===== src/bda_pkg.sv =====
// shared types and constants for the button debounce with auto-repeat block
package bda_pkg;

  localparam int PIN_W  = 5;
  localparam int TIME_W = 32;
  localparam int CFG_W  = 16;
  localparam int IDX_W  = 2;

  localparam int NUM_BUTTONS_DEF = 5;

  // register indexes
  localparam logic [IDX_W-1:0] REG_IGNORE_INTERVAL = 2'd0;
  localparam logic [IDX_W-1:0] REG_REPEAT_START    = 2'd1;
  localparam logic [IDX_W-1:0] REG_REPEAT_PERIOD   = 2'd2;

  // register reset values
  localparam logic [CFG_W-1:0] IGNORE_INTERVAL_RST = 16'd20;
  localparam logic [CFG_W-1:0] REPEAT_START_RST    = 16'd500;
  localparam logic [CFG_W-1:0] REPEAT_PERIOD_RST   = 16'd100;

  typedef struct packed {
    logic [PIN_W-1:0]  pin_levels;
    logic [TIME_W-1:0] now_ms;
  } in_item_t;

  typedef struct packed {
    logic [PIN_W-1:0] changed_mask;
    logic [PIN_W-1:0] stable_mask;
    logic [PIN_W-1:0] repeating_mask;
  } out_item_t;

  typedef struct packed {
    logic [CFG_W-1:0] ignore_interval_ms;
    logic [CFG_W-1:0] repeat_start_ms;
    logic [CFG_W-1:0] repeat_period_ms;
  } cfg_t;

  typedef struct packed {
    logic evt;
    logic stable;
    logic active;
  } cell_out_t;

endpackage


===== src/bda_cell.sv =====
// per-button debounce and auto-repeat state with its update logic
module bda_cell
  import bda_pkg::*;
(
  input  logic              clk,
  input  logic              rst_n,
  input  logic              upd,
  input  logic              raw,
  input  logic [TIME_W-1:0] now,
  input  cfg_t              cfg,
  output cell_out_t         res
);

  logic              stable_r, stable_nxt;
  logic              active_r, active_nxt;
  logic [TIME_W-1:0] quiet_r, quiet_nxt;
  logic [TIME_W-1:0] rep_r, rep_nxt;

  logic              ignore;
  logic              chg;
  logic              fire;
  logic [TIME_W-1:0] since_quiet;
  logic [TIME_W-1:0] held;
  logic [TIME_W-1:0] ign_ext;
  logic [TIME_W-1:0] limit;

  assign ign_ext     = {{(TIME_W-CFG_W){1'b0}}, cfg.ignore_interval_ms};
  assign since_quiet = now - quiet_r;
  assign ignore      = since_quiet < ign_ext;
  assign held        = now - rep_r;
  assign limit       = active_r ? {{(TIME_W-CFG_W){1'b0}}, cfg.repeat_period_ms}
                                : {{(TIME_W-CFG_W){1'b0}}, cfg.repeat_start_ms};

  always_comb begin
    stable_nxt = stable_r;
    active_nxt = active_r;
    quiet_nxt  = quiet_r;
    rep_nxt    = rep_r;
    chg        = 1'b0;
    fire       = 1'b0;
    if (!ignore) begin
      chg        = stable_r ^ raw;
      stable_nxt = raw;
      if (chg) begin
        quiet_nxt = now;
        if (raw) begin
          active_nxt = 1'b0;
        end else begin
          rep_nxt = now;
        end
      end else begin
        // keep the window just closed
        quiet_nxt = now - ign_ext;
        if (!raw && (held >= limit)) begin
          fire       = 1'b1;
          active_nxt = 1'b1;
          rep_nxt    = now;
        end
      end
    end
  end

  assign res.evt    = chg | fire;
  assign res.stable = stable_nxt;
  assign res.active = active_nxt;

  always_ff @(posedge clk) begin
    if (!rst_n) begin
      stable_r <= 1'b1;
      active_r <= 1'b0;
      quiet_r  <= '0;
      rep_r    <= '0;
    end else if (upd) begin
      stable_r <= stable_nxt;
      active_r <= active_nxt;
      quiet_r  <= quiet_nxt;
      rep_r    <= rep_nxt;
    end
  end

endmodule


===== src/button_debounce_autorepeat_top.sv =====
// top level of the button debounce with auto-repeat block
//
// usage:
//   in channel  : one transaction per scan, carrying the raw active-low button
//                 levels and the free-running millisecond time
//   out channel : one transaction per scan with the change mask, the debounced
//                 levels and the repeat flags
//   cfg channel : register writes (ignore interval, repeat start, repeat
//                 period); cfg_ready is always high, writes are expected only
//                 while the block is idle
// datapath: a scan is captured in the input register, evaluated by the
//   per-button cells and then lands in the output register, from which its
//   result shows on out_valid
// throughput: one scan per cycle while out_stall is low; each button needs
//   only a couple of 32-bit subtract-compare paths, and the button state
//   updates in the same cycle the scan moves to the output register
// reset: synchronous, active low; all buttons read released, timestamps go to
//   zero, repeat flags clear, registers take their default values
// stall: a held result keeps its payload; the input register still takes one
//   more scan, and in_stall rises only once both stages are full
module button_debounce_autorepeat_top
  import bda_pkg::*;
#(
  parameter int NUM_BUTTONS = NUM_BUTTONS_DEF
) (
  input  logic             clk,
  input  logic             rst_n,
  // scan input
  input  logic             in_valid,
  output logic             in_stall,
  input  in_item_t         in_data,
  // result output
  output logic             out_valid,
  input  logic             out_stall,
  output out_item_t        out_data,
  // register writes
  input  logic             cfg_valid,
  output logic             cfg_ready,
  input  logic [IDX_W-1:0] cfg_index,
  input  logic [CFG_W-1:0] cfg_data
);

  // configuration registers
  cfg_t cfg_r;

  always_ff @(posedge clk) begin
    if (!rst_n) begin
      cfg_r.ignore_interval_ms <= IGNORE_INTERVAL_RST;
      cfg_r.repeat_start_ms    <= REPEAT_START_RST;
      cfg_r.repeat_period_ms   <= REPEAT_PERIOD_RST;
    end else if (cfg_valid && cfg_ready) begin
      unique case (cfg_index)
        REG_IGNORE_INTERVAL: cfg_r.ignore_interval_ms <= cfg_data;
        REG_REPEAT_START:    cfg_r.repeat_start_ms    <= cfg_data;
        REG_REPEAT_PERIOD:   cfg_r.repeat_period_ms   <= cfg_data;
        default: ;  // unmapped index, write dropped
      endcase
    end
  end

  assign cfg_ready = 1'b1;

  // input register and output register handshake
  logic      in_vld_r;
  in_item_t  in_r;
  logic      out_vld_r;
  out_item_t out_r, out_nxt;
  logic      in_take;
  logic      adv;

  // scan moves forward when the output register is empty or being drained
  assign adv      = in_vld_r && (!out_vld_r || !out_stall);
  assign in_stall = in_vld_r && !adv;
  assign in_take  = in_valid && !in_stall;

  always_ff @(posedge clk) begin
    if (!rst_n) begin
      in_vld_r  <= 1'b0;
      out_vld_r <= 1'b0;
    end else begin
      if (in_take) begin
        in_vld_r <= 1'b1;
      end else if (adv) begin
        in_vld_r <= 1'b0;
      end
      if (adv) begin
        out_vld_r <= 1'b1;
      end else if (!out_stall) begin
        out_vld_r <= 1'b0;
      end
    end
  end

  always_ff @(posedge clk) begin
    if (in_take) begin
      in_r <= in_data;
    end
    if (adv) begin
      out_r <= out_nxt;
    end
  end

  // per-button cells; buttons past the pin field see a pressed level
  logic [NUM_BUTTONS-1:0] evt_v, stable_v, active_v;

  for (genvar b = 0; b < NUM_BUTTONS; b++) begin : g_btn
    logic      raw;
    cell_out_t res;

    if (b < PIN_W) begin : g_pin
      assign raw = in_r.pin_levels[b];
    end else begin : g_nopin
      assign raw = 1'b0;
    end

    bda_cell u_cell (
      .clk   (clk),
      .rst_n (rst_n),
      .upd   (adv),
      .raw   (raw),
      .now   (in_r.now_ms),
      .cfg   (cfg_r),
      .res   (res)
    );

    assign evt_v[b]    = res.evt;
    assign stable_v[b] = res.stable;
    assign active_v[b] = res.active;
  end

  // result fields; bits without a button read released and idle
  for (genvar k = 0; k < PIN_W; k++) begin : g_out
    if (k < NUM_BUTTONS) begin : g_used
      assign out_nxt.changed_mask[k]   = evt_v[k];
      assign out_nxt.stable_mask[k]    = stable_v[k];
      assign out_nxt.repeating_mask[k] = active_v[k];
    end else begin : g_unused
      assign out_nxt.changed_mask[k]   = 1'b0;
      assign out_nxt.stable_mask[k]    = 1'b1;
      assign out_nxt.repeating_mask[k] = 1'b0;
    end
  end

  assign out_valid = out_vld_r;
  assign out_data  = out_r;

endmodule


===== config.mk =====
export PLATFORM = sky130hd
export DESIGN_NAME = button_debounce_autorepeat_top
export DESIGN_NICKNAME = d
export VERILOG_FILES = /design/src/bda_pkg.sv /design/src/bda_cell.sv /design/src/button_debounce_autorepeat_top.sv
export SDC_FILE = /design/constraint.sdc
export NUM_CORES = 2
export LEC_CHECK = 0
export BUFFER_PORTS_ARGS = -buffer_cell sky130_fd_sc_hd__clkbuf_2
export CAP_MARGIN = 10
export CORE_UTILIZATION = 66
export CTS_BUF_LIST = sky130_fd_sc_hd__clkbuf_4
export CTS_CLUSTER_DIAMETER = 50
export DETAILED_ROUTE_END_ITERATION = 16
export PLACE_DENSITY = 0.87
export SLEW_MARGIN = 40
export SYNTH_ARGS = -nofsm -noshare
export SYNTH_HDL_FRONTEND = slang
export SYNTH_HIERARCHICAL = 1
export SYNTH_SLANG_ARGS = --single-unit

===== constraint.sdc =====
create_clock -name clk -period 10.2 [get_ports clk]
set_clock_uncertainty 0.1 [all_clocks]
set_input_delay 1.02 -clock clk [delete_from_list [all_inputs] [get_ports clk]]
set_output_delay 1.02 -clock clk [all_outputs]
set_load 0.05 [all_outputs]

# After elaboration in Yosys (flattened, before gate mapping)
# Index checks and enable logic that the tools add are counted.
[totals] wordCells=186 inputBits=60 regBits=432 output_inout_bits=18
[classes] add_sub_neg=11 bitwise=15 n_eq_ne=8 mux=74 n_lt_le_gt_ge=10 n_reduce_logical=38
[op_table] op="$mux W32" n=20
[op_table] op="$sub A32 B32 Y32" n=10
[op_table] op="$ge A32 B32 Y1" n=5
[op_table] op="$lt A32 B16 Y1" n=5
[op_table] op="$mux W16" n=5
[op_table] op="$mux W1" n=49
[op_table] op="$sub A32 B16 Y32" n=1
[op_table] op="$reduce_and A4 Y1" n=5
[op_table] op="$reduce_and A2 Y1" n=8
[op_table] op="$reduce_bool A2 Y1" n=6
[op_table] op="$ne A2 B2 Y1 const B" n=5
[op_table] op="$logic_not A1 Y1" n=9
[op_table] op="$logic_and A1 B1 Y1" n=8
[op_table] op="$not A1 Y1" n=5
[op_table] op="$or A1 B1 Y1" n=5
[op_table] op="$xor A1 B1 Y1" n=5
[op_table] op="$eq A2 B1 Y1 const B" n=1
[op_table] op="$eq A2 B2 Y1 const B" n=1
[op_table] op="$logic_not A2 Y1" n=1
[op_table] op="$ne A2 B1 Y1 const B" n=1
[op_table] op="$logic_or A1 B1 Y1" n=1

# Longest topological paths before layout
[logic_depth] word_depth=8 mapped_depth=25 mapped_depth_nobuf=23

# By module
# Netlist, hierarchy kept.
[by_module_without_submodules] module="bda_cell at g_btn[1].u_cell ..." cells_each=1120 area_each_um2=8309.2 n_inst=2
[by_module_without_submodules] module="bda_cell at g_btn[0].u_cell" cells_each=1182 area_each_um2=8852.2 n_inst=1
[by_module_without_submodules] module="bda_cell at g_btn[4].u_cell" cells_each=1154 area_each_um2=8818.5 n_inst=1
[by_module_without_submodules] module="bda_cell at g_btn[3].u_cell" cells_each=1184 area_each_um2=8620.8 n_inst=1
[by_module_without_submodules] module="button_debounce_autorepeat_top" cells_each=244 area_each_um2=3504.6 n_inst=1

# Worst setup path after synthesis
# No wires, ideal clock.
[synth_timing] path_kind="reg-to-reg" start="register in_r[1] (netlist bit)" end="register out_r (netlist bit out_data[1]), data pin" stages_incl_launch_ff=21 path_buffers=1 t_arrival_ns=5.487 synth_period_minus_slack_ns=5.838 slack_ns=4.362 required_ns=9.849 cell_sequence="edfxtp_1 -> ha_1 -> nor2b_1 -> o31a_1 -> a41o_1 -> o21ai_0 -> o21ai_0 -> a21o_1 -> a21oi_1 -> xnor2_1 -> ha_1 -> o21ai_0 -> o2111ai_1 -> or4_1 -> a2111oi_2 -> nand4b_1 -> or4_4 -> nor3_2 -> nor2_1 -> o2bb2a_1 -> buf_4"
[synth_between] elab_chain_len=6
[synth_rtl] element="start, declared" line="button_debounce_autorepeat_top.sv:65" rtl="in_item_t in_r;"
[synth_rtl] element="start signal, assigned" line="button_debounce_autorepeat_top.sv:96" rtl="in_r <= in_data;"
[synth_rtl] element="$sub A32 B32 Y32" line="bda_cell.sv:30" rtl="assign held = now - rep_r;"
[synth_rtl] element="$ge A32 B32 Y1" line="bda_cell.sv:54" rtl="if (!raw && (held >= limit)) begin"
[synth_rtl] element="$logic_and A1 B1 Y1" line="bda_cell.sv:54"
[synth_rtl] element="$mux W1" line="bda_cell.sv:54"
[synth_rtl] element="$mux W1" line="bda_cell.sv:44" rtl="if (chg) begin"
[synth_rtl] element="$mux W1 *" line="bda_cell.sv:41" rtl="if (!ignore) begin"
[synth_rtl] element="via g_btn[1].u_cell.active_nxt" line="bda_cell.sv:15" rtl="logic active_r, active_nxt;"
[synth_rtl] element="end signal, assigned" line="button_debounce_autorepeat_top.sv:99" rtl="out_r <= out_nxt;"
[synth_rtl] element="end, declared" line="button_debounce_autorepeat_top.sv:67" rtl="out_item_t out_r, out_nxt;"
# Mark *: on every way through the listed nets, which the timed path passes. The rest lies on a longest branch.
# A chain may end at the register's enable or synchronous reset.

# Final worst setup path
[layout_timing] start="register in_r[0] (netlist bit)" end="register g_btn[1].u_cell.quiet_r[25]"
[layout_between] elab_chain_len=4
[layout_rtl] element="$sub A32 B32 Y32" line="bda_cell.sv:28" rtl="assign since_quiet = now - quiet_r;"
[layout_rtl] element="$lt A32 B16 Y1" line="bda_cell.sv:29" rtl="assign ignore = since_quiet < ign_ext;"
[layout_rtl] element="$not A1 Y1 (no line)"
[layout_rtl] element="$reduce_and A2 Y1 (no line)"
[layout_rtl] element="end signal, assigned" line="bda_cell.sv:76" rtl="quiet_r <= quiet_nxt;"
[layout_rtl] element="end, declared" line="bda_cell.sv:16" rtl="logic [TIME_W-1:0] quiet_r, quiet_nxt;"
# Several ways; a longest one is shown, not always the timed one.

==> run summary <==
SETUP PATH
-----------------------------------------------------------------------------------------------
Sort of element at the start of the critical path                                     flip-flop
Crit path largest cell delay                                                             660 ps
Launch point of the worst path                                                          in_r[0]
Cells traversed along the worst timing path                                        inv_1 -> ha_1 -> inv_1 -> fa_1 -> a21oi_1 -> nor2_1 -> or2_1 -> a21oi_1 -> o21ai_0 -> xor2_1 -> ha_1 -> a21oi_1 -> nor2b_1 -> o21ai_0 -> o2111ai_1 -> or4_1 -> a2111oi_2 -> nand4b_1 -> or4_4 -> o31ai_4 -> buf_4 -> nor2_1 -> a211oi_1
Most used cell along the critical path                                             sky130_fd_sc_hd__a21oi_1
Buffer and inverter count on the worst path                                                   3
Worst path required time                                                               10940 ps
Slowest CP cell                                                                    sky130_fd_sc_hd__edfxtp_1
Cell type group with the largest total delay on the critical path                  compound AO/OA/AOI/OAI gates
Endpoint class of the critical path                                                   flip-flop
Crit-path max FO                                                                             54
R2r startpoint                                                                          in_r[0]
Critical path arrival                                                                   7320 ps
Critical path type                                                                 flip-flop to flip-flop

DRT
-----------------------------------------------------------------------------------------------
Number of nets with antenna violations after detailed routing                                 0
Drt pass-1 iters                                                                              6
Highest routing layer actually used                                                        met5
Residual DRC                                                                                  0
Metal3 WL                                                                          15600 microns
M1 WL                                                                              60800 microns
Routed wire length on met2                                                         63000 microns
Total Wirelength                                                                   149000 microns
Routed via count                                                                          46400
Mean number of vias per cell                                                               6.57
Violation count after the first detailed-routing iteration                                 4796
Wire per inst                                                                      21.1 microns

CELLS AND AREA
-----------------------------------------------------------------------------------------------
Area of the multi-input gates                                                       34100 sq um
Ratio of cells with drive above 1 in the final layout                                     7.82%
Combined flip-flop and latch cell area                                               9170 sq um
Post-route cell area                                                                49000 sq um
# fillers                                                                                  5635
Synthesis-to-layout area growth                                                           5.50%
Number of nets in the layout                                                               6653

WORST HOLD PATH
-----------------------------------------------------------------------------------------------
Worst min path class                                                               input port to flip-flop
Source of the worst hold timing path                                                in_data[35]

SYNTH
-----------------------------------------------------------------------------------------------
Synth Area per Inst                                                                  7.73 sq um
Area leader, netlist                                                               sky130_fd_sc_hd__dfxtp_1
Cell count after synthesis                                                                 6004
Synth top area cells                                                               sky130_fd_sc_hd__dfxtp_1 16%, sky130_fd_sc_hd__ha_1 15%, sky130_fd_sc_hd__mux2i_1 6.7%
Cell variety after synth                                                                    126
Post-synth net total                                                                       6629
Most frequently used flop master after synthesis                                   sky130_fd_sc_hd__dfxtp_1
Number of enable flip-flop cells after synthesis                                             52
Number of synthesized register bits                                                         432
Share of synthesized area occupied by flip-flops and latches                              19.8%
Share of synthesized flip-flops with an asynchronous set or reset                            0%
Top-area cell type share of the netlist area                                              16.4%
Count leader, synth                                                                sky130_fd_sc_hd__nand2_1
Leading post-synthesis cells by instance count                                     740 x sky130_fd_sc_hd__nand2_1, 550 x sky130_fd_sc_hd__ha_1, 499 x sky130_fd_sc_hd__inv_1, 495 x sky130_fd_sc_hd__a21oi_1, 380 x sky130_fd_sc_hd__dfxtp_1
Area of the mapped netlist                                                          46400 sq um
Synth Warn #                                                                                  6

TIMING
-----------------------------------------------------------------------------------------------
Number of pins exceeding their max-slew limit in the final report                             0
Unrepaired setup endpoints after global routing                                              no
Setup TNS                                                                                  0 ps
Post-layout minimum cycle time                                                          6570 ps
Number of hold violations in the final report                                                 0
Crit share post-route                                                                     64.5%
Top achievable clock speed                                                              152 MHz
# setup viols final                                                                           0
Relative slew margins                                                                     40.0%
Slew at the pin closest to its max-slew limit                                            900 ps

PLACE
-----------------------------------------------------------------------------------------------
Final HPWL DP                                                                      109000 microns
Placed inst area                                                                    47300 sq um
Gpl congestion                                                                            0.995
PortBufs                                                                                     76

POWER AND IR DROP
-----------------------------------------------------------------------------------------------
Cell area power density                                                             128 nW/um^2
Lkg Pwr                                                                               0.0196 uW
Peak supply drop                                                                       0.107 mV

CTS
-----------------------------------------------------------------------------------------------
TritonCTS clock tree                                                                       done
Buffer cell driving the clock tree root                                            sky130_fd_sc_hd__clkbuf_4
Clock input transition at the sequential cells of the worst setup and hold paths          70 ps
Buffer depth of the longest clock path                                                        3
Number of hold-repair buffers added at the cts stage                                          0
Setup fix buffers added after clock tree synthesis                                            0
Clock net sink count                                                                        432
Clock buffer count from CTS                                                                 121
Resized Gates After CTS                                                                       0
Number of H-tree levels                                                                       3
Clock latency of the later-clocked register in the worst-skew pair                       990 ps

GLOBAL ROUTE
-----------------------------------------------------------------------------------------------
Maximum number of pins on one net before global-route repair                                144
First-pass GRT wire length                                                         231000 microns
Number of antenna violations at the first check in global routing                             5
Grt ovf                                                                                       0
GRT Util Overall                                                                          40.4%
Number of global-route vias before repair                                                 43400

DIE
-----------------------------------------------------------------------------------------------
Core area                                                                           69100 sq um
Overall die width                                                                   267 microns
Placement row count                                                                          96
Chip Height                                                                         267 microns
I/O pins                                                                                     78
Starting density of the core                                                              67.2%
Die footprint                                                                       71400 sq um

RUN STATUS
-----------------------------------------------------------------------------------------------
Status                                                                             finished, final reports clean

FLOW RUN
-----------------------------------------------------------------------------------------------
Max cap viols                                                                                 0

==> stage by stage <==
step	power, uW	cells	setup slack (ps)	utilization (%)	hold WS [ps]
2_1_floorplan	3900	6004	4360	-	332
3_3_place_gp	4450	6830	3660	68.4	342
3_5_place_dp	4510	6835	3810	68.5	346
4_1_cts	6210	7052	3720	70.8	53.1
5_1_grt	6620	7057	3310	70.9	70.1
6_report	6270	7061	3630	70.9	110
==> area by class of cell <==
type | count | share of cell area, %
diodes | 8 | 0.0409
clock buffers | 168 | 2.58
clock inverters | 49 | 0.631
inverters | 503 | 3.86
multi-input cells | 4822 | 69.7
flip-flops and latches | 432 | 18.7
well taps | 931 | 2.38
repair buffers | 148 | 2.06
==> registers in the layout (all words and copies together), names as in the netlist <==
| signal | count |
|---|---|
| g_btn.raw | 5 |
| cfg_r | 48 |
| out_valid | 1 |
| out_data | 15 |
| g_btn.u_cell/stable_r | 5 |
| g_btn.u_cell/quiet_r | 160 |
| in_vld_r | 1 |
| g_btn.u_cell/active_r | 5 |
| g_btn.u_cell/rep_r | 160 |
| in_r | 32 |
==> cells by family after synthesis <==
family	count (synthesis)	share of synthesized area, %
simple gates	1903	19.6
xor+xnor	337	6.42
flops	432	19.8
mux	321	6.95
buf+inv	750	6.86
fa+ha+maj	565	15.5
other cells	1	0.00808
compound gates	1695	24.9
==> path summary, 6_finish.rpt <==
kind	depth (start not counted)	to	slack [ps]
min reg2reg	2	g_btn[2].u_cell/rep_r[29]	360
max reg2reg	23	g_btn[1].u_cell/quiet_r[25]	3630
min	1	g_btn[3].raw	110
max	23	g_btn[1].u_cell/quiet_r[25]	3630
==> layer usage <==
layer	vias up	track usage [%]
met2	2465	62.0
met5	-	0
met1	21500	52.3
li1	21900	-
met3	561	8.31
met4	2	23.1
==> power breakdown <==
part	leakage (uW)	internal [uW]	switching (uW)	total [uW]
Clock	0.000922	842	850	1690
Sequential	0.00361	1820	72.4	1900
Combinational	0.0150	1020	1660	2680
==> layout by cell type (no fill, tap or decap), types with 52 or more instances in the layout <==
cell                       instances
sky130_fd_sc_hd__a211oi_1        198
sky130_fd_sc_hd__a21o_1          154
sky130_fd_sc_hd__a21oi_1         495
sky130_fd_sc_hd__a31oi_1          62
sky130_fd_sc_hd__and3_1           59
sky130_fd_sc_hd__buf_4            66
sky130_fd_sc_hd__clkbuf_2         75
sky130_fd_sc_hd__clkbuf_4        168
sky130_fd_sc_hd__dfxtp_1         379
sky130_fd_sc_hd__edfxtp_1         52
sky130_fd_sc_hd__ha_1            549
sky130_fd_sc_hd__inv_1           498
sky130_fd_sc_hd__mux2i_1         309
sky130_fd_sc_hd__nand2_1         740
sky130_fd_sc_hd__nand2b_1         59
sky130_fd_sc_hd__nand3_1         119
sky130_fd_sc_hd__nand4_1         105
sky130_fd_sc_hd__nor2_1          367
sky130_fd_sc_hd__nor2b_1          96
sky130_fd_sc_hd__nor3_1          103
sky130_fd_sc_hd__o211ai_1         61
sky130_fd_sc_hd__o21a_1           71
sky130_fd_sc_hd__o21ai_0         252
sky130_fd_sc_hd__xnor2_1         190
sky130_fd_sc_hd__xor2_1          145
==> worst register-to-register path: cells and delay by family, from the launching register on <==
kind / cells / cell delay (ps)
buffers and inverters: 3 / 840
adder cells (fa/ha/maj): 3 / 810
AO/OA/AOI/OAI: 9 / 2120
XOR/XNOR: 1 / 170
flip-flops: 1 / 660
AND/OR/NAND/NOR: 7 / 1760
Note: power is estimated with default switching activity, not from simulation.
